<file path="config.mk">
export PLATFORM = sky130hd
export DESIGN_NAME = multiplexed_servo_pulse_sequencer
export DESIGN_NICKNAME = d
export VERILOG_FILES = /design/src/design/msps_pkg.sv /design/src/design/msps_sub_unit.sv /design/src/design/msps_slot_store.sv /design/src/design/multiplexed_servo_pulse_sequencer.sv
export SDC_FILE = /design/constraint.sdc
export NUM_CORES = 1
export LEC_CHECK = 0
export BUFFER_PORTS_ARGS = -buffer_cell sky130_fd_sc_hd__buf_2
export CELL_PAD_IN_SITES_DETAIL_PLACEMENT = 1
export CELL_PAD_IN_SITES_GLOBAL_PLACEMENT = 1
export CORE_MARGIN = 4
export CORE_UTILIZATION = 48
export CTS_BUF_LIST = sky130_fd_sc_hd__clkbuf_4
export DETAILED_ROUTE_END_ITERATION = 8
export PLACE_DENSITY = 0.76
export SLEW_MARGIN = 25
export SYNTH_ARGS = -nofsm -noshare
export SYNTH_HDL_FRONTEND = slang
export SYNTH_SLANG_ARGS = --single-unit
</file>
<file path="constraint.sdc">
create_clock -name i_clk -period 6.1 [get_ports i_clk]
set_clock_uncertainty 0.05 [all_clocks]
set_input_delay 1.22 -clock i_clk [delete_from_list [all_inputs] [get_ports i_clk]]
set_output_delay 1.22 -clock i_clk [all_outputs]
set_load 0.02 [all_outputs]
</file>
<file path="src/design/msps_pkg.sv">
// ----------------------------------------------------------------------------
// msps_pkg : shared types and constants of the servo pulse sequencer
// Request structures, command codes, slot layout and the fixed servo remap.
// ----------------------------------------------------------------------------
package msps_pkg;

    // slot layout
    localparam int NUM_SLOTS  = 21;
    localparam int SLOT_W     = 5;
    localparam int NUM_GROUPS = 3;
    localparam int IDX_W      = 4;

    // width conversion: factor 1.8432 held with 14 fraction bits
    localparam int        FRAC_BITS = 14;
    localparam int        COEF_W    = 15;
    localparam int        WIDTH_W   = 12;
    localparam int        MOP_W     = COEF_W + WIDTH_W - 1;
    localparam int        ACC_W     = 31;
    localparam logic [COEF_W-1:0] COEF_Q14 = 15'd30199;
    localparam logic [ACC_W-1:0]  ACC_ONE  = 31'h4000_0000;

    // reset values
    localparam logic [15:0] SLOT_RESET       = 16'hF533;
    localparam logic [15:0] FRAME_BASE_RESET = 16'd28672;
    localparam logic [15:0] FILL_RESET_G0    = 16'hC666;
    localparam logic [15:0] FILL_RESET_G1    = 16'hC666;
    localparam logic [15:0] FILL_RESET_G2    = 16'hA600;

    // command codes
    localparam logic [1:0] CMD_TICK = 2'd0;
    localparam logic [1:0] CMD_SET  = 2'd1;
    localparam logic [1:0] CMD_FILL = 2'd2;

    // group codes
    localparam logic [1:0] GRP_0 = 2'd0;
    localparam logic [1:0] GRP_1 = 2'd1;
    localparam logic [1:0] GRP_2 = 2'd2;

    typedef struct packed {
        logic [1:0]  cmd;
        logic [1:0]  group;
        logic [4:0]  servo;
        logic [11:0] width_us;
    } t_in_req;

    typedef struct packed {
        logic [1:0]  out_group;
        logic [7:0]  pin_mask;
        logic [15:0] reload;
    } t_out_req;

    // control of the shared subtract unit
    typedef struct packed {
        logic             load;
        logic             sub;
        logic [ACC_W-1:0] load_val;
        logic [ACC_W-1:0] operand;
    } t_sub_ctrl;

    // write port of the slot table
    typedef struct packed {
        logic              we;
        logic [SLOT_W-1:0] addr;
        logic [15:0]       data;
    } t_slot_wr;

    // software servo number to slot
    function automatic logic [SLOT_W-1:0] slot_of_servo(input logic [4:0] servo);
        logic [SLOT_W-1:0] s;
        case (servo)
            5'd8:    s = 5'd20;
            5'd9:    s = 5'd8;
            5'd10:   s = 5'd9;
            5'd11:   s = 5'd10;
            5'd12:   s = 5'd11;
            5'd13:   s = 5'd12;
            5'd14:   s = 5'd13;
            5'd15:   s = 5'd14;
            5'd16:   s = 5'd15;
            5'd17:   s = 5'd19;
            5'd18:   s = 5'd18;
            5'd19:   s = 5'd17;
            5'd20:   s = 5'd16;
            default: s = servo;
        endcase
        return s;
    endfunction

    function automatic logic [SLOT_W-1:0] group_first(input logic [1:0] g);
        logic [SLOT_W-1:0] f;
        case (g)
            GRP_1:   f = 5'd8;
            GRP_2:   f = 5'd16;
            default: f = 5'd0;
        endcase
        return f;
    endfunction

    function automatic logic [IDX_W-1:0] group_size(input logic [1:0] g);
        logic [IDX_W-1:0] n;
        case (g)
            GRP_2:   n = 4'd5;
            default: n = 4'd8;
        endcase
        return n;
    endfunction

endpackage

</file>
<file path="src/design/msps_sub_unit.sv">
// ----------------------------------------------------------------------------
// msps_sub_unit : shared accumulate-subtract unit
// One accumulator and one subtractor, used for the shift-subtract width
// conversion and for the running frame-fill sums.
// ----------------------------------------------------------------------------
module msps_sub_unit (
    input  logic                          i_clk,
    input  logic                          i_rst_n,
    input  msps_pkg::t_sub_ctrl           i_ctrl,
    output logic [msps_pkg::ACC_W-1:0]    o_acc
);

    logic [msps_pkg::ACC_W-1:0] r_acc;
    logic [msps_pkg::ACC_W-1:0] n_acc;

    // load, subtract or hold
    always_comb begin
        n_acc = r_acc;
        if (i_ctrl.load) begin
            n_acc = i_ctrl.load_val;
        end else if (i_ctrl.sub) begin
            n_acc = r_acc - i_ctrl.operand;
        end
    end

    always_ff @(posedge i_clk) begin
        if (!i_rst_n) begin
            r_acc <= '0;
        end else begin
            r_acc <= n_acc;
        end
    end

    assign o_acc = r_acc;

endmodule

</file>
<file path="src/design/msps_slot_store.sv">
// ----------------------------------------------------------------------------
// msps_slot_store : servo slot reload table
// 21 timer reload values, one write port and one read port.
// ----------------------------------------------------------------------------
module msps_slot_store (
    input  logic                           i_clk,
    input  logic                           i_rst_n,
    input  msps_pkg::t_slot_wr             i_wr,
    input  logic [msps_pkg::SLOT_W-1:0]    i_rd_addr,
    output logic [15:0]                    o_rd_data
);

    logic [15:0] r_tab [msps_pkg::NUM_SLOTS];

    // table write
    always_ff @(posedge i_clk) begin
        if (!i_rst_n) begin
            for (int i = 0; i < msps_pkg::NUM_SLOTS; i++) begin
                r_tab[i] <= msps_pkg::SLOT_RESET;
            end
        end else if (i_wr.we) begin
            r_tab[i_wr.addr] <= i_wr.data;
        end
    end

    // read, out of range addresses give the reset value
    always_comb begin
        if (i_rd_addr < msps_pkg::SLOT_W'(msps_pkg::NUM_SLOTS)) begin
            o_rd_data = r_tab[i_rd_addr];
        end else begin
            o_rd_data = msps_pkg::SLOT_RESET;
        end
    end

endmodule

</file>
<file path="src/design/multiplexed_servo_pulse_sequencer.sv">
// ----------------------------------------------------------------------------
// multiplexed_servo_pulse_sequencer : three-group multiplexed servo pulse timing
// Tick requests return the group's one-hot pin mask, empty for the fill slot,
// and next timer reload in the cycle after they are taken. The result sits in
// an output register: a following request is taken in the cycle the result
// leaves, and the input stalls while a result is held back by the receiver.
// A set request converts microseconds to a reload by shift and subtract on
// the shared subtractor, one width bit per cycle, then writes its slot. A fill
// request walks the slot table through the same subtractor, one slot per cycle
// with a store step after each group. Both stall the input until done.
// frame_base may be written at any time the block is idle.
// ----------------------------------------------------------------------------
module multiplexed_servo_pulse_sequencer (
    input  logic                i_clk,
    input  logic                i_rst_n,
    input  logic                i_in_valid,
    output logic                o_in_stall,
    input  msps_pkg::t_in_req   i_in_req,
    output logic                o_out_valid,
    input  logic                i_out_stall,
    output msps_pkg::t_out_req  o_out_req,
    input  logic                i_cfg_we,
    input  logic [15:0]         i_cfg_data
);

    typedef enum logic [4:0] {
        S_IDLE = 5'b00001,
        S_MUL  = 5'b00010,
        S_WR   = 5'b00100,
        S_FILL = 5'b01000,
        S_FST  = 5'b10000
    } t_state;

    t_state r_state, n_state;

    logic [15:0]                     r_frame_base;
    logic [15:0]                     r_fill [msps_pkg::NUM_GROUPS];
    logic [msps_pkg::IDX_W-1:0]      r_idx  [msps_pkg::NUM_GROUPS];
    logic [msps_pkg::IDX_W-1:0]      r_cnt, n_cnt;
    logic [1:0]                      r_grp, n_grp;
    logic [msps_pkg::WIDTH_W-1:0]    r_w, n_w;
    logic [msps_pkg::MOP_W-1:0]      r_mop, n_mop;
    logic [msps_pkg::SLOT_W-1:0]     r_slot, n_slot;
    logic                            r_out_valid, n_out_valid;
    msps_pkg::t_out_req              r_out, n_out;

    logic                            in_acc;
    logic                            tick_acc;
    logic [msps_pkg::IDX_W-1:0]      tick_idx;
    logic [15:0]                     tick_fill;
    logic [msps_pkg::IDX_W-1:0]      tick_size;
    logic                            tick_is_fill;
    logic [msps_pkg::SLOT_W-1:0]     rd_addr;
    logic [15:0]                     rd_data;
    logic [msps_pkg::ACC_W-1:0]      acc;
    msps_pkg::t_sub_ctrl             sub_ctrl;
    msps_pkg::t_slot_wr              slot_wr;

    // handshake
    assign o_in_stall  = (r_state != S_IDLE) || (r_out_valid && i_out_stall);
    assign in_acc      = i_in_valid && !o_in_stall;
    assign tick_acc    = in_acc && (i_in_req.cmd == msps_pkg::CMD_TICK)
                         && (i_in_req.group != 2'd3);
    assign o_out_valid = r_out_valid;
    assign o_out_req   = r_out;

    // current index and fill reload of the ticked group
    always_comb begin
        case (i_in_req.group)
            msps_pkg::GRP_1: begin
                tick_idx  = r_idx[1];
                tick_fill = r_fill[1];
            end
            msps_pkg::GRP_2: begin
                tick_idx  = r_idx[2];
                tick_fill = r_fill[2];
            end
            default: begin
                tick_idx  = r_idx[0];
                tick_fill = r_fill[0];
            end
        endcase
    end

    assign tick_size    = msps_pkg::group_size(i_in_req.group);
    assign tick_is_fill = (tick_idx >= tick_size);

    // slot table read address, tick in idle, walk during fill
    always_comb begin
        if (r_state == S_FILL) begin
            rd_addr = msps_pkg::group_first(r_grp) + msps_pkg::SLOT_W'(r_cnt);
        end else begin
            rd_addr = msps_pkg::group_first(i_in_req.group)
                      + msps_pkg::SLOT_W'(tick_idx);
        end
    end

    msps_slot_store u_store (
        .i_clk     (i_clk),
        .i_rst_n   (i_rst_n),
        .i_wr      (slot_wr),
        .i_rd_addr (rd_addr),
        .o_rd_data (rd_data)
    );

    msps_sub_unit u_sub (
        .i_clk   (i_clk),
        .i_rst_n (i_rst_n),
        .i_ctrl  (sub_ctrl),
        .o_acc   (acc)
    );

    // sequencer
    always_comb begin
        n_state           = r_state;
        n_cnt             = r_cnt;
        n_grp             = r_grp;
        n_w               = r_w;
        n_mop             = r_mop;
        n_slot            = r_slot;
        sub_ctrl.load     = 1'b0;
        sub_ctrl.sub      = 1'b0;
        sub_ctrl.load_val = msps_pkg::ACC_W'(r_frame_base);
        sub_ctrl.operand  = msps_pkg::ACC_W'(r_mop);
        slot_wr.we        = 1'b0;
        slot_wr.addr      = r_slot;
        slot_wr.data      = acc[msps_pkg::FRAC_BITS +: 16];
        unique case (r_state)
            S_IDLE: begin
                if (in_acc) begin
                    unique case (i_in_req.cmd)
                        msps_pkg::CMD_SET: begin
                            if (i_in_req.servo < 5'(msps_pkg::NUM_SLOTS)) begin
                                n_state           = S_MUL;
                                n_cnt             = '0;
                                n_w               = i_in_req.width_us;
                                n_mop             = msps_pkg::MOP_W'(msps_pkg::COEF_Q14);
                                n_slot            = msps_pkg::slot_of_servo(i_in_req.servo);
                                sub_ctrl.load     = 1'b1;
                                sub_ctrl.load_val = msps_pkg::ACC_ONE;
                            end
                        end
                        msps_pkg::CMD_FILL: begin
                            n_state       = S_FILL;
                            n_cnt         = '0;
                            n_grp         = msps_pkg::GRP_0;
                            sub_ctrl.load = 1'b1;
                        end
                        default: begin
                        end
                    endcase
                end
            end
            S_MUL: begin
                // one width bit per cycle
                sub_ctrl.sub = r_w[0];
                n_w          = r_w >> 1;
                n_mop        = r_mop << 1;
                n_cnt        = r_cnt + 4'd1;
                if (r_cnt == msps_pkg::IDX_W'(msps_pkg::WIDTH_W - 1)) begin
                    n_state = S_WR;
                end
            end
            S_WR: begin
                slot_wr.we = 1'b1;
                n_state    = S_IDLE;
            end
            S_FILL: begin
                // 65536 minus slot is minus slot modulo 2^16
                sub_ctrl.sub     = 1'b1;
                sub_ctrl.operand = msps_pkg::ACC_W'(rd_data);
                n_cnt            = r_cnt + 4'd1;
                if (r_cnt == msps_pkg::group_size(r_grp) - 4'd1) begin
                    n_state = S_FST;
                end
            end
            S_FST: begin
                n_cnt         = '0;
                sub_ctrl.load = 1'b1;
                if (r_grp == msps_pkg::GRP_2) begin
                    n_state = S_IDLE;
                end else begin
                    n_grp   = r_grp + 2'd1;
                    n_state = S_FILL;
                end
            end
            default: begin
                n_state = S_IDLE;
            end
        endcase
    end

    // result register
    always_comb begin
        n_out_valid = r_out_valid && i_out_stall;
        n_out       = r_out;
        if (tick_acc) begin
            n_out_valid     = 1'b1;
            n_out.out_group = i_in_req.group;
            if (tick_is_fill) begin
                n_out.pin_mask = '0;
                n_out.reload   = tick_fill;
            end else begin
                n_out.pin_mask = 8'(1) << tick_idx[2:0];
                n_out.reload   = rd_data;
            end
        end
    end

    always_ff @(posedge i_clk) begin
        if (!i_rst_n) begin
            r_state     <= S_IDLE;
            r_cnt       <= '0;
            r_grp       <= msps_pkg::GRP_0;
            r_out_valid <= 1'b0;
        end else begin
            r_state     <= n_state;
            r_cnt       <= n_cnt;
            r_grp       <= n_grp;
            r_out_valid <= n_out_valid;
        end
    end

    // working registers without reset
    always_ff @(posedge i_clk) begin
        r_w    <= n_w;
        r_mop  <= n_mop;
        r_slot <= n_slot;
        r_out  <= n_out;
    end

    // frame base register
    always_ff @(posedge i_clk) begin
        if (!i_rst_n) begin
            r_frame_base <= msps_pkg::FRAME_BASE_RESET;
        end else if (i_cfg_we) begin
            r_frame_base <= i_cfg_data;
        end
    end

    // fill reloads, stored at the end of each group walk
    always_ff @(posedge i_clk) begin
        if (!i_rst_n) begin
            r_fill[0] <= msps_pkg::FILL_RESET_G0;
            r_fill[1] <= msps_pkg::FILL_RESET_G1;
            r_fill[2] <= msps_pkg::FILL_RESET_G2;
        end else if (r_state == S_FST) begin
            r_fill[r_grp] <= acc[15:0];
        end
    end

    // per-group index, wraps after the fill interval
    always_ff @(posedge i_clk) begin
        if (!i_rst_n) begin
            for (int g = 0; g < msps_pkg::NUM_GROUPS; g++) begin
                r_idx[g] <= '0;
            end
        end else if (tick_acc) begin
            r_idx[i_in_req.group] <= tick_is_fill ? '0 : tick_idx + 4'd1;
        end
    end

`ifndef SYNTH
    // a valid tick always yields a result next cycle
    a_tick_result: assert property (@(posedge i_clk) disable iff (!i_rst_n)
        tick_acc |=> o_out_valid)
        else $error("tick request gave no result");

    // group indexes stay within their group plus the fill slot
    a_idx_range: assert property (@(posedge i_clk) disable iff (!i_rst_n)
        (r_idx[0] <= 4'd8) && (r_idx[1] <= 4'd8) && (r_idx[2] <= 4'd5))
        else $error("group index out of range");

    // the multiply walk ends on its last width bit
    a_mul_len: assert property (@(posedge i_clk) disable iff (!i_rst_n)
        (r_state == S_MUL) |-> (r_cnt < msps_pkg::IDX_W'(msps_pkg::WIDTH_W)))
        else $error("width conversion overran");

    // each fill walk covers exactly the slots of its group
    a_fill_len: assert property (@(posedge i_clk) disable iff (!i_rst_n)
        (r_state == S_FST) |-> (r_cnt == msps_pkg::group_size(r_grp)))
        else $error("fill walk length wrong");
`endif

endmodule
</file>
==> results of run 1 <==
-- per-layer routing --
layer	global-route usage (%)	share of wire [%]	up-vias
li1	-	-	8831
met1	38.1	41	10100
met2	47.6	49	784
met3	6.76	7.3	167
met4	11.0	3.1	2
met5	0	0.015	-
-- flip-flops by register name, indices dropped and copies added (netlist names) --
name and flops:
r_w 12, r_slot 5, r_cnt 4, o_out_valid 1, r_idx 12, u_sub.o_acc 30, r_fill 48, r_grp 2
o_out_req 26, u_store.r_tab 347, r_frame_base 16, r_mop 26, r_state 5
-- logic make-up after synthesis --
logic type	Yosys count	share of synthesized area [%]
buffers and inverters	213	3.52
AO/OA/AOI/OAI	407	10.6
XOR/XNOR	25	0.837
adder cells (fa/ha/maj)	49	2.37
flip-flops	534	59.1
AND/OR/NAND/NOR	818	17.3
multiplexers	123	6.22
-- synthesized netlist by cell type, types with 17 or more instances --
master    number
nand2_1      158
or3_1        213
nand2b_1      40
mux4_2        30
and2_1        99
mux2i_1       89
and3_1        94
nor2_1        82
nand3_1       37
a22oi_1       26
o21ai_0       69
o211ai_1      29
dfxtp_1       58
edfxtp_1     476
a21oi_1      106
nor3_1        32
o221ai_1      17
a21o_1        24
ha_1          48
clkbuf_1     151
a31oi_1       23
inv_1         22
-- through the flow --
step	worst slack (ns)	TNS [ns]
finish	0.255	0
global route	0.0924	0
CTS	0.325	0
detailed placement	-0.694	-9.54
global placement	-0.642	-6.85
floorplan	0.108	0
-- timing repair --
| item | CTS | global route |
|---|---|---|
| resized for setup | 0 | 1 |
| hold endpoints to repair | 0 | 0 |
| endpoints found under the setup margin | 0 | 1 |
| hold buffers | 0 | 0 |
-- worst max path at each step --
stage / end / slack (ns)
final: u_sub.o_acc[27] / 0.25
after global routing: u_sub.o_acc[27] / 0.09
after CTS: u_sub.o_acc[27] / 0.33
after detailed placement: u_sub.o_acc[26] / -0.69
after global placement: u_sub.o_acc[28] / -0.64
after floorplan: u_sub.o_acc[27] / 0.11
-- cell usage in the layout (no fill, tap or decap), types with 17 or more instances in the layout --
cell / count
o21ai_0: 48
clkbuf_4: 230
clkinv_1: 20
nand2b_1: 40
buf_2: 69
nand2_1: 158
a22oi_1: 26
a21oi_1: 105
o21ai_1: 34
mux4_2: 30
nand3_1: 36
dfxtp_1: 49
and2_1: 99
a21o_1: 23
o221ai_1: 17
ha_1: 48
a31oi_1: 23
and3_1: 94
edfxtp_1: 476
buf_4: 232
mux2i_1: 88
inv_1: 22
nor3_1: 31
nor2_1: 82
o211ai_1: 29
or3_1: 212
-- layout make-up --
type                       instances  area, um2
timing repair buffer             308       2230
fill                            5583      23500
clock buffer                     230       1730
clock inverter                    34        190
sequential                       534      15500
inverter                          23       86.3
antenna                            6       15.0
tap                              696        871
multi-input combinational       1422       9850
-- worst register-to-register path, stage by stage (launching register included) --
cell,delay (ns)
dfxtp_1,0.44
and2b_1,0.26
nand2_4,0.24
mux2i_4,0.47
buf_4,0.38
mux4_2,0.60
o22ai_1,0.26
nor4_1,0.10
buf_4,0.16
a21oi_1,0.20
ha_1,0.28
nor2b_1,0.14
o2111ai_1,0.24
a21boi_0,0.20
buf_4,0.19
a2111oi_2,0.41
o31ai_1,0.21
o221ai_2,0.20
or4b_1,0.48
o21ai_1,0.12
-- power by group --
part	total [mW]	internal (mW)	switching, mW
clock	3.36	1.79	1.57
sequential	4.10	4.05	0.0559
combinational	1.05	0.390	0.659
==> impl_results.md, run 1 <==
- Status: completed
- CP endpoint kind: flop
- Hold/Removal Path Class: primary input to flop
- Worst-margin pin slew: 1.08 ns
- Placed Cells incl. Taps: between 2000 and 3000
- Tcrit/Tclk final: 95.8%
- Reg-to-reg startpoint: r_state[1]
- Crit path cell chain: buf_2 > inv_1 > ha_1 > buf_4 > a22oi_1 > buf_4 > a21oi_4 > mux2i_4 > buf_4 > mux4_2 > o22ai_1 > nor4_1 > buf_4 > a21oi_1 > ha_1 > nor2b_1 > o2111ai_1 > a21boi_0 > buf_4 > a2111oi_2 > o31ai_1 > o221ai_2 > or4b_1 > o21ai_1
- Placeable Area: 0.0539 mm2
- Max_cap viols: 0
- Area fraction of the dominant cell type after synthesis: 54.6%
- Max-slew headroom: 28.0%
- Post-Syn Area: 0.0262 mm2
- R2R setup slack: 0.40 ns
- HP Start: i_cfg_data[14]
- Static Leak: 11.0 nW
- Pre-antenna DRT Iters: 5
- DRT iter0 DRCs: 1789
- CTS sink count: between 500 and 600
- DRC: 0
- Area grow syn2layout: 16.3%
- GRT Total Usage: slightly below 30%
- Final min period: 5.85 ns
- Cell area after layout: 0.0304 mm2
- Routed vias/inst: 6.11
- Area after DPL: roughly 0.028 mm2
- Synth Area per Inst: between 10 and 15 um2
- RD Place Congestion: 0.922
- Layout Utilization: roughly 56%
- Cell Count, Final, Fillers Out: approximately 3300
- First-pass GRT wire length: 126000 um
- DR WL/cell: 25.9 um
- CP delay by family, top: compound AO/OA/AOI/OAI gates
- PD cells: 280 mW/mm2
- Nets: 2526
- VDD IR max: roughly 0.19 mV
- Gate Count Post-Synth: 2169
- Post-synth cell types: 85
- Detail Route Antenna Nets: 0
- Clock buffer depth: 3
- Clk Latency, worst-skew pair: about 1 ns
- Primary FF master, synth: edfxtp_1
- Register area share after synthesis: approximately three fifths
- Critical Path Start: i_in_req[17]
- Bufs and invs on worst path: 7
- Critical path depth in cells: 24
- DIE AREA: around 0.06 mm2
- Post-synth ARST share: 0%
- Number of flops mapped to enable cells by yosys: 476
- Slowest Stage Delay on Critical Path: between 0.5 and 0.6 ns
- Synth Net Count: roughly 2300
- Crit Path Class: primary input to flop
- Critical-path maximum fanout: 14
- Via Count: between 15000 and 20000
- WHS: 0.400 ns
- Post-synthesis register bit count: 534
- CP most frequent cell: buf_4
- Largest net degree at the start of global routing: 55
- FMAX: ~170 MHz
- Top cell type by total area after synthesis: edfxtp_1
- Port Buf Inserts: 69
- Final setup violation count: 0
- Layout cells sized above 1: 25.5%
- Crit-path slowest cell: mux4_2
- Final wirelength: 84300 um
- DIE HEIGHT: roughly 240 um
- Detailed placer's ending HPWL: 57500 um
- Final Max Tran Viols: 0
- # rows: 85
- Vias in the first global route: 20900
- Critical path launch point type: primary input
- Worst reg-to-reg path cell count: 19
- Worst Hold Depth: 3
- Required time worst endpoint: roughly 6.9 ns
- Largest cells by area after synthesis: edfxtp_1, or3_1, dfxtp_1
- H-tree depth: 4
- Die X: about 240 um
- GRT overflow: 0
- Io pins: 70
- Final Hold Violating Endpoints: 0
- Initial antenna violation count: 6
- CTS tree: built
- Warnings from Yosys: 0
- Clock slew at reported path FFs: 0.06 ns
- CTS buffer count: 146
- Worst Hold End: r_frame_base[14]
- Worst EP arrival: about 6.7 ns
- Starting Density: 48.5%
- Clk root buf: clkbuf_4
- Post-CTS repair timing setup buffer count: 0
- RSZ-0062 raised after global routing: no
- R2r endpoint: u_sub.o_acc[27]
- Pwr Total: 8.51 mW
Note: power is estimated with default switching activity, not from simulation.
==> inputs of run 2 (changes only) <==
--- a/config.mk
+++ b/config.mk
@@ -5,15 +5,18 @@
 export SDC_FILE = /design/constraint.sdc
 export NUM_CORES = 1
 export LEC_CHECK = 0
+export ABC_AREA = 1
 export BUFFER_PORTS_ARGS = -buffer_cell sky130_fd_sc_hd__buf_2
+export CAP_MARGIN = 0
 export CELL_PAD_IN_SITES_DETAIL_PLACEMENT = 1
 export CELL_PAD_IN_SITES_GLOBAL_PLACEMENT = 1
 export CORE_MARGIN = 4
-export CORE_UTILIZATION = 48
+export CORE_UTILIZATION = 45
 export CTS_BUF_LIST = sky130_fd_sc_hd__clkbuf_4
 export DETAILED_ROUTE_END_ITERATION = 8
-export PLACE_DENSITY = 0.76
+export PLACE_DENSITY = 0.77
 export SLEW_MARGIN = 25
 export SYNTH_ARGS = -nofsm -noshare
 export SYNTH_HDL_FRONTEND = slang
+export SYNTH_HIERARCHICAL = 1
 export SYNTH_SLANG_ARGS = --single-unit
==> impl_results.md, run 2 <==
- CTS sink count: 523 (was 534)
- Pre-antenna DRT Iters: 7 (was 5)
- R2R setup slack: 0.75 ns (was 0.40 ns)
- Reg-to-reg startpoint: r_state[0] (was r_state[1])
- VDD IR max: 0.213 mV (was 0.186 mV)
- Warnings from Yosys: 6 (was 0)
- Max_cap viols: 0 (unchanged)
- Clock slew at reported path FFs: 0.06 ns (about the same)
- Placed Cells incl. Taps: 3952 (was 2983)
- Detailed placer's ending HPWL: 58600 um (was 57500 um)
- FF/Latch Area: 0.0151 mm2 (was 0.0155 mm2)
- Top reg by flops: u_store/r_tab (was u_store.r_tab)
- Static Leak: 12.3 nW (was 11.0 nW)
- WHS: 0.365 ns (was 0.400 ns)
- Crit Path Class: primary input to flop (unchanged)
- Clk root buf: clkbuf_4 (unchanged)
- H-tree depth: 4 (unchanged)
- Final Hold Violating Endpoints: 0 (unchanged)
- DIE HEIGHT: 253 um (was 241 um)
- Post-Syn Area: 0.0269 mm2 (was 0.0262 mm2)
- Cell Count, Final, Fillers Out: 4207 (was 3253)
- Worst Hold End: o_out_req[25] (was r_frame_base[14])
- Area grow syn2layout: 11.0% (was 16.3%)
- Worst EP arrival: 6.28 ns (was 6.69 ns)
- Post-CTS repair timing setup buffer count: 0 (unchanged)
- Tcrit/Tclk final: 88.0% (was 95.8%)
- # resized after CTS: 0 (unchanged)
- Setup tns final: 0 ns (unchanged)
- PD cells: 310 mW/mm2 (was 280 mW/mm2)
- Detail Route Antenna Nets: 0 (unchanged)
- Starting Density: 45.5% (was 48.5%)
- CTS tree: built (unchanged)
- CTS buffer count: 146 (unchanged)
- Worst Hold Depth: 1 (was 3)
- Most frequent cells in the layout: nand2_1, nor2_1, edfxtp_1 (was edfxtp_1, buf_4, clkbuf_4)
- Placeable Area: 0.0591 mm2 (was 0.0539 mm2)
- Via Count: 22500 (was 19900)
- DIE AREA: 0.0638 mm2 (was 0.0583 mm2)
- First-pass GRT wire length: 132000 um (was 126000 um)
- GRT overflow: 0 (unchanged)
- R2r endpoint: u_sub/o_acc[19] (was u_sub.o_acc[27])
- Status: completed (unchanged)
- Largest net degree at the start of global routing: 58 (was 55)
- Critical-path maximum fanout: 16 (was 14)
- Layout cells sized above 1: 12.3% (was 25.5%)
- CP endpoint kind: flop (unchanged)
- GRT Total Usage: 26.9% (was 29.1%)
- Clock buffer depth: 3 (unchanged)
- CTS hold repair buffers: 0 (unchanged)
- DR WL/cell: 20.3 um (was 25.9 um)
- Critical path launch point type: primary input (unchanged)
- Most common cell after layout, fill and taps aside: nand2_1 (was edfxtp_1)
- HP Start: i_in_req[18] (was i_cfg_data[14])
- Slowest Stage Delay on Critical Path: 0.48 ns (was 0.59 ns)
- Largest register FFs: 336 (was 347)
- Crit-path slowest cell: o21ai_0 (was mux4_2)
- Layout Utilization: 50.5% (was 56.4%)
- RD Place Congestion: 0.931 (was 0.922)
- Routed vias/inst: 5.34 (was 6.11)
- Io pins: 70 (unchanged)
- Nets: 3421 (was 2526)
- Worst-margin pin slew: 1.06 ns (was 1.08 ns)
- Die X: 253 um (was 241 um)
- DRT iter0 DRCs: 1606 (was 1789)
- Synth Area per Inst: 8.42 um2 (was 12.1 um2)
- RSZ-0062 raised after global routing: no (unchanged)
- Clk Latency, worst-skew pair: 1.05 ns (was 1.02 ns)
- Layout fillers: 7182 (was 5583)
- Max-slew headroom: 28.6% (was 28.0%)
- Final min period: 5.37 ns (was 5.85 ns)
- Initial antenna violation count: 2 (was 6)
- Final Max Tran Viols: 0 (unchanged)
- Final setup violation count: 0 (unchanged)
- # rows: 89 (was 85)
- Final wirelength: 85200 um (was 84300 um)
- Required time worst endpoint: 7.02 ns (was 6.94 ns)
- Worst reg-to-reg path cell count: 26 (was 19)
- Port Buf Inserts: 69 (unchanged)
- Multi-input gate area: 0.00959 mm2 (was 0.00985 mm2)
- CP most frequent cell: nand2_1 (was buf_4)
- FMAX: 186 MHz (was 171 MHz)
- Hold/Removal Path Class: primary input to flop (unchanged)
- DRC: 0 (unchanged)
- Gate Count Post-Synth: 3198 (was 2169)
- Vias in the first global route: 23700 (was 20900)
==> run 2: worst max path at each step <==
stage	from	end
floorplan	i_in_req[17]	u_sub/o_acc[16]
CTS	r_state[0]	u_sub/o_acc[19]
finish	i_in_req[17]	u_sub/o_acc[19]
detailed placement	i_in_req[17]	u_sub/o_acc[19]
global placement	i_in_req[17]	u_sub/o_acc[19]
global route	r_state[0]	u_sub/o_acc[19]
==> run 2: per-layer routing <==
layer	wire (um)	track usage [%]
met4	3470	11.9
met2	41500	45.4
met1	34600	33.1
met5	13	0
met3	5580	6.00
==> run 2: per-stage QoR <==
stage / setup WS, ns / cell area (um2) / power (mW)
2_1_floorplan: 1.07 / 27000 / 5.34
3_5_place_dp: -0.252 / 28000 / 5.99
4_1_cts: 0.789 / 29900 / 9.33
5_1_grt: 0.402 / 29900 / 9.72
6_report: 0.735 / 29900 / 9.26
3_3_place_gp: -0.0859 / 28000 / 5.94
==> run 2: power by group <==
group	total [mW]	internal (mW)	leakage, nW	switching (mW)
Combinational	1.80	0.473	6.90	1.33
Clock	3.32	1.74	1.10	1.58
Sequential	4.13	4.05	4.34	0.0807
Total	9.26	6.26	12.3	3.00
==> run 2: worst max-delay path: cells and delay by family <==
family,cells,cell delay (ns)
AND/OR/NAND/NOR,14,2.27
AO/OA/AOI/OAI,6,1.47
adder cells (fa/ha/maj),2,0.71
buffers and inverters,6,0.62
==> run 2: layout make-up <==
| type | instances | share of cell area, % |
|---|---|---|
| multi-input combinational | 2134 | 32.1 |
| tap | 773 | 3.24 |
| inverter | 402 | 5.07 |
| sequential | 523 | 50.6 |
| clock buffer | 215 | 5.40 |
| antenna | 5 | 0.0419 |
| clock inverter | 35 | 0.871 |
| timing repair buffer | 120 | 2.69 |
==> inputs of run 3 (changes only) <==
--- a/config.mk
+++ b/config.mk
@@ -10,7 +10,6 @@
 export CAP_MARGIN = 0
 export CELL_PAD_IN_SITES_DETAIL_PLACEMENT = 1
 export CELL_PAD_IN_SITES_GLOBAL_PLACEMENT = 1
-export CORE_MARGIN = 4
 export CORE_UTILIZATION = 45
 export CTS_BUF_LIST = sky130_fd_sc_hd__clkbuf_4
 export DETAILED_ROUTE_END_ITERATION = 8
==> impl_results.md, run 3 (synthesis results as in run 2) <==
- DRC: 0 (unchanged)
- Die X: 247 um (was 253 um)
- Setup tns final: 0 ns (unchanged)
- Top reg by flops: u_store/r_tab (unchanged)
- DIE HEIGHT: 247 um (was 253 um)
- Final wirelength: 86200 um (was 85200 um)
- Hold/Removal Path Class: flop to flop (was primary input to flop)
- Final Max Tran Viols: 0 (unchanged)
- Via Count: 22400 (was 22500)
- Post-CTS repair timing setup buffer count: 0 (unchanged)
- Crit-path slowest cell: nor2_4 (was o21ai_0)
- Clock slew at reported path FFs: 0.06 ns (about the same)
- Required time worst endpoint: 6.91 ns (was 7.02 ns)
- # resized after CTS: 0 (unchanged)
- GRT Total Usage: 29.0% (was 26.9%)
- Tcrit/Tclk final: 85.4% (was 88.0%)
- DIE AREA: 0.0608 mm2 (was 0.0638 mm2)
- CP most frequent cell: nand2_1 (unchanged)
- Slowest Stage Delay on Critical Path: 0.41 ns (was 0.48 ns)
- GRT overflow: 0 (unchanged)
- Pre-antenna DRT Iters: 5 (was 7)
- Initial antenna violation count: 1 (was 2)
- Clock buffer depth: 3 (unchanged)
- Critical path launch point type: primary input (unchanged)
- First-pass GRT wire length: 133000 um (was 132000 um)
- Routed vias/inst: 5.30 (was 5.34)
- RSZ-0062 raised after global routing: no (unchanged)
- Most frequent cells in the layout: nand2_1, nor2_1, edfxtp_1 (unchanged)
- RD Place Congestion: 0.905 (was 0.931)
- CTS sink count: 523 (unchanged)
- Worst EP arrival: 6.02 ns (was 6.28 ns)
- DRT iter0 DRCs: 1309 (was 1606)
- Starting Density: 45.6% (was 45.5%)
- FMAX: 192 MHz (was 186 MHz)
- CTS hold repair buffers: 0 (unchanged)
- Nets: 3441 (was 3421)
- Final min period: 5.21 ns (was 5.37 ns)
- WHS: 0.413 ns (was 0.365 ns)
- Static Leak: 12.4 nW (was 12.3 nW)
- Clk root buf: clkbuf_4 (unchanged)
- Worst Hold Depth: 2 (was 1)
- Max_cap viols: 0 (unchanged)
- Detailed placer's ending HPWL: 59300 um (was 58600 um)
- Crit Path Class: primary input to flop (unchanged)
- Worst reg-to-reg path cell count: 26 (unchanged)
- Status: completed (unchanged)
- VDD IR max: 0.220 mV (was 0.213 mV)
- Most common cell after layout, fill and taps aside: nand2_1 (unchanged)
- Port Buf Inserts: 69 (unchanged)
- Critical-path maximum fanout: 46 (was 16)
- Max-slew headroom: 27.1% (was 28.6%)
- PD cells: 307 mW/mm2 (was 310 mW/mm2)
- Placeable Area: 0.0590 mm2 (was 0.0591 mm2)
- Final setup violation count: 0 (unchanged)
- Area grow syn2layout: 11.5% (was 11.0%)
- Pwr Total: 9.23 mW (was 9.26 mW)
- Final Hold Violating Endpoints: 0 (unchanged)
- Detail Route Antenna Nets: 0 (unchanged)
- Vias in the first global route: 23900 (was 23700)
- CP endpoint kind: flop (unchanged)
- Largest net degree at the start of global routing: 70 (was 58)
- H-tree depth: 4 (unchanged)
- Largest register FFs: 336 (unchanged)
- DR WL/cell: 20.4 um (was 20.3 um)
- CTS buffer count: 145 (was 146)
- # rows: 89 (unchanged)
- Io pins: 70 (unchanged)
- Worst-margin pin slew: 1.09 ns (was 1.06 ns)
- Layout cells sized above 1: 12.8% (was 12.3%)
- CTS tree: built (unchanged)
- Clk Latency, worst-skew pair: 0.99 ns (was 1.05 ns)
run 3: critical path, delay by kind of cell:
kind            cells  cell delay [ns]
compound gates      5             0.76
fa+ha+maj           2             0.72
buf+inv             7             1.19
simple gates       15             2.08
run 3: area by class of cell:
class / instances / area [um2]
Fill cell: 7152 / 29000
Sequential cell: 523 / 15100
Multi-Input combinational cell: 2134 / 9590
Clock buffer: 216 / 1620
Inverter: 402 / 1510
Timing Repair Buffer: 141 / 973
Tap cell: 773 / 967
Clock inverter: 41 / 239
Antenna cell: 1 / 2.50
run 3: where the power goes:
part           total [mW]  internal [mW]  switching, mW
clock network        3.26           1.71           1.55
logic                1.84          0.508           1.34
registers            4.13           4.05         0.0815
run 3: worst paths after layout:
| path | from | slack (ns) | end |
|---|---|---|---|
| min reg2reg | r_frame_base[3] | 0.41 | r_frame_base[3] |
| min | r_frame_base[3] | 0.41 | r_frame_base[3] |
| max | i_in_req[17] | 0.89 | u_sub/o_acc[19] |
| max reg2reg | r_state[0] | 0.96 | u_sub/o_acc[13] |
run 3: routing by layer:
layer	track usage, %	up-vias	part of all wire, %
met5	0	-	0
met1	35.0	11000	41
li1	-	10500	-
met2	50.4	654	50
met3	4.52	187	4.9
met4	13.8	0	3.9
run 3: stage by stage:
| step | setup slack, ns | util (%) | std cells | area [um2] |
|---|---|---|---|---|
| floorplan | 1.07 | - | 3215 | 27000 |
| global placement | 0.149 | 47.7 | 3973 | 28200 |
| detailed placement | 0.0335 | 47.7 | 3973 | 28200 |
| CTS | 0.982 | 50.9 | 4230 | 30000 |
| global route | 0.556 | 50.9 | 4231 | 30000 |
| finish | 0.889 | 50.9 | 4231 | 30000 |
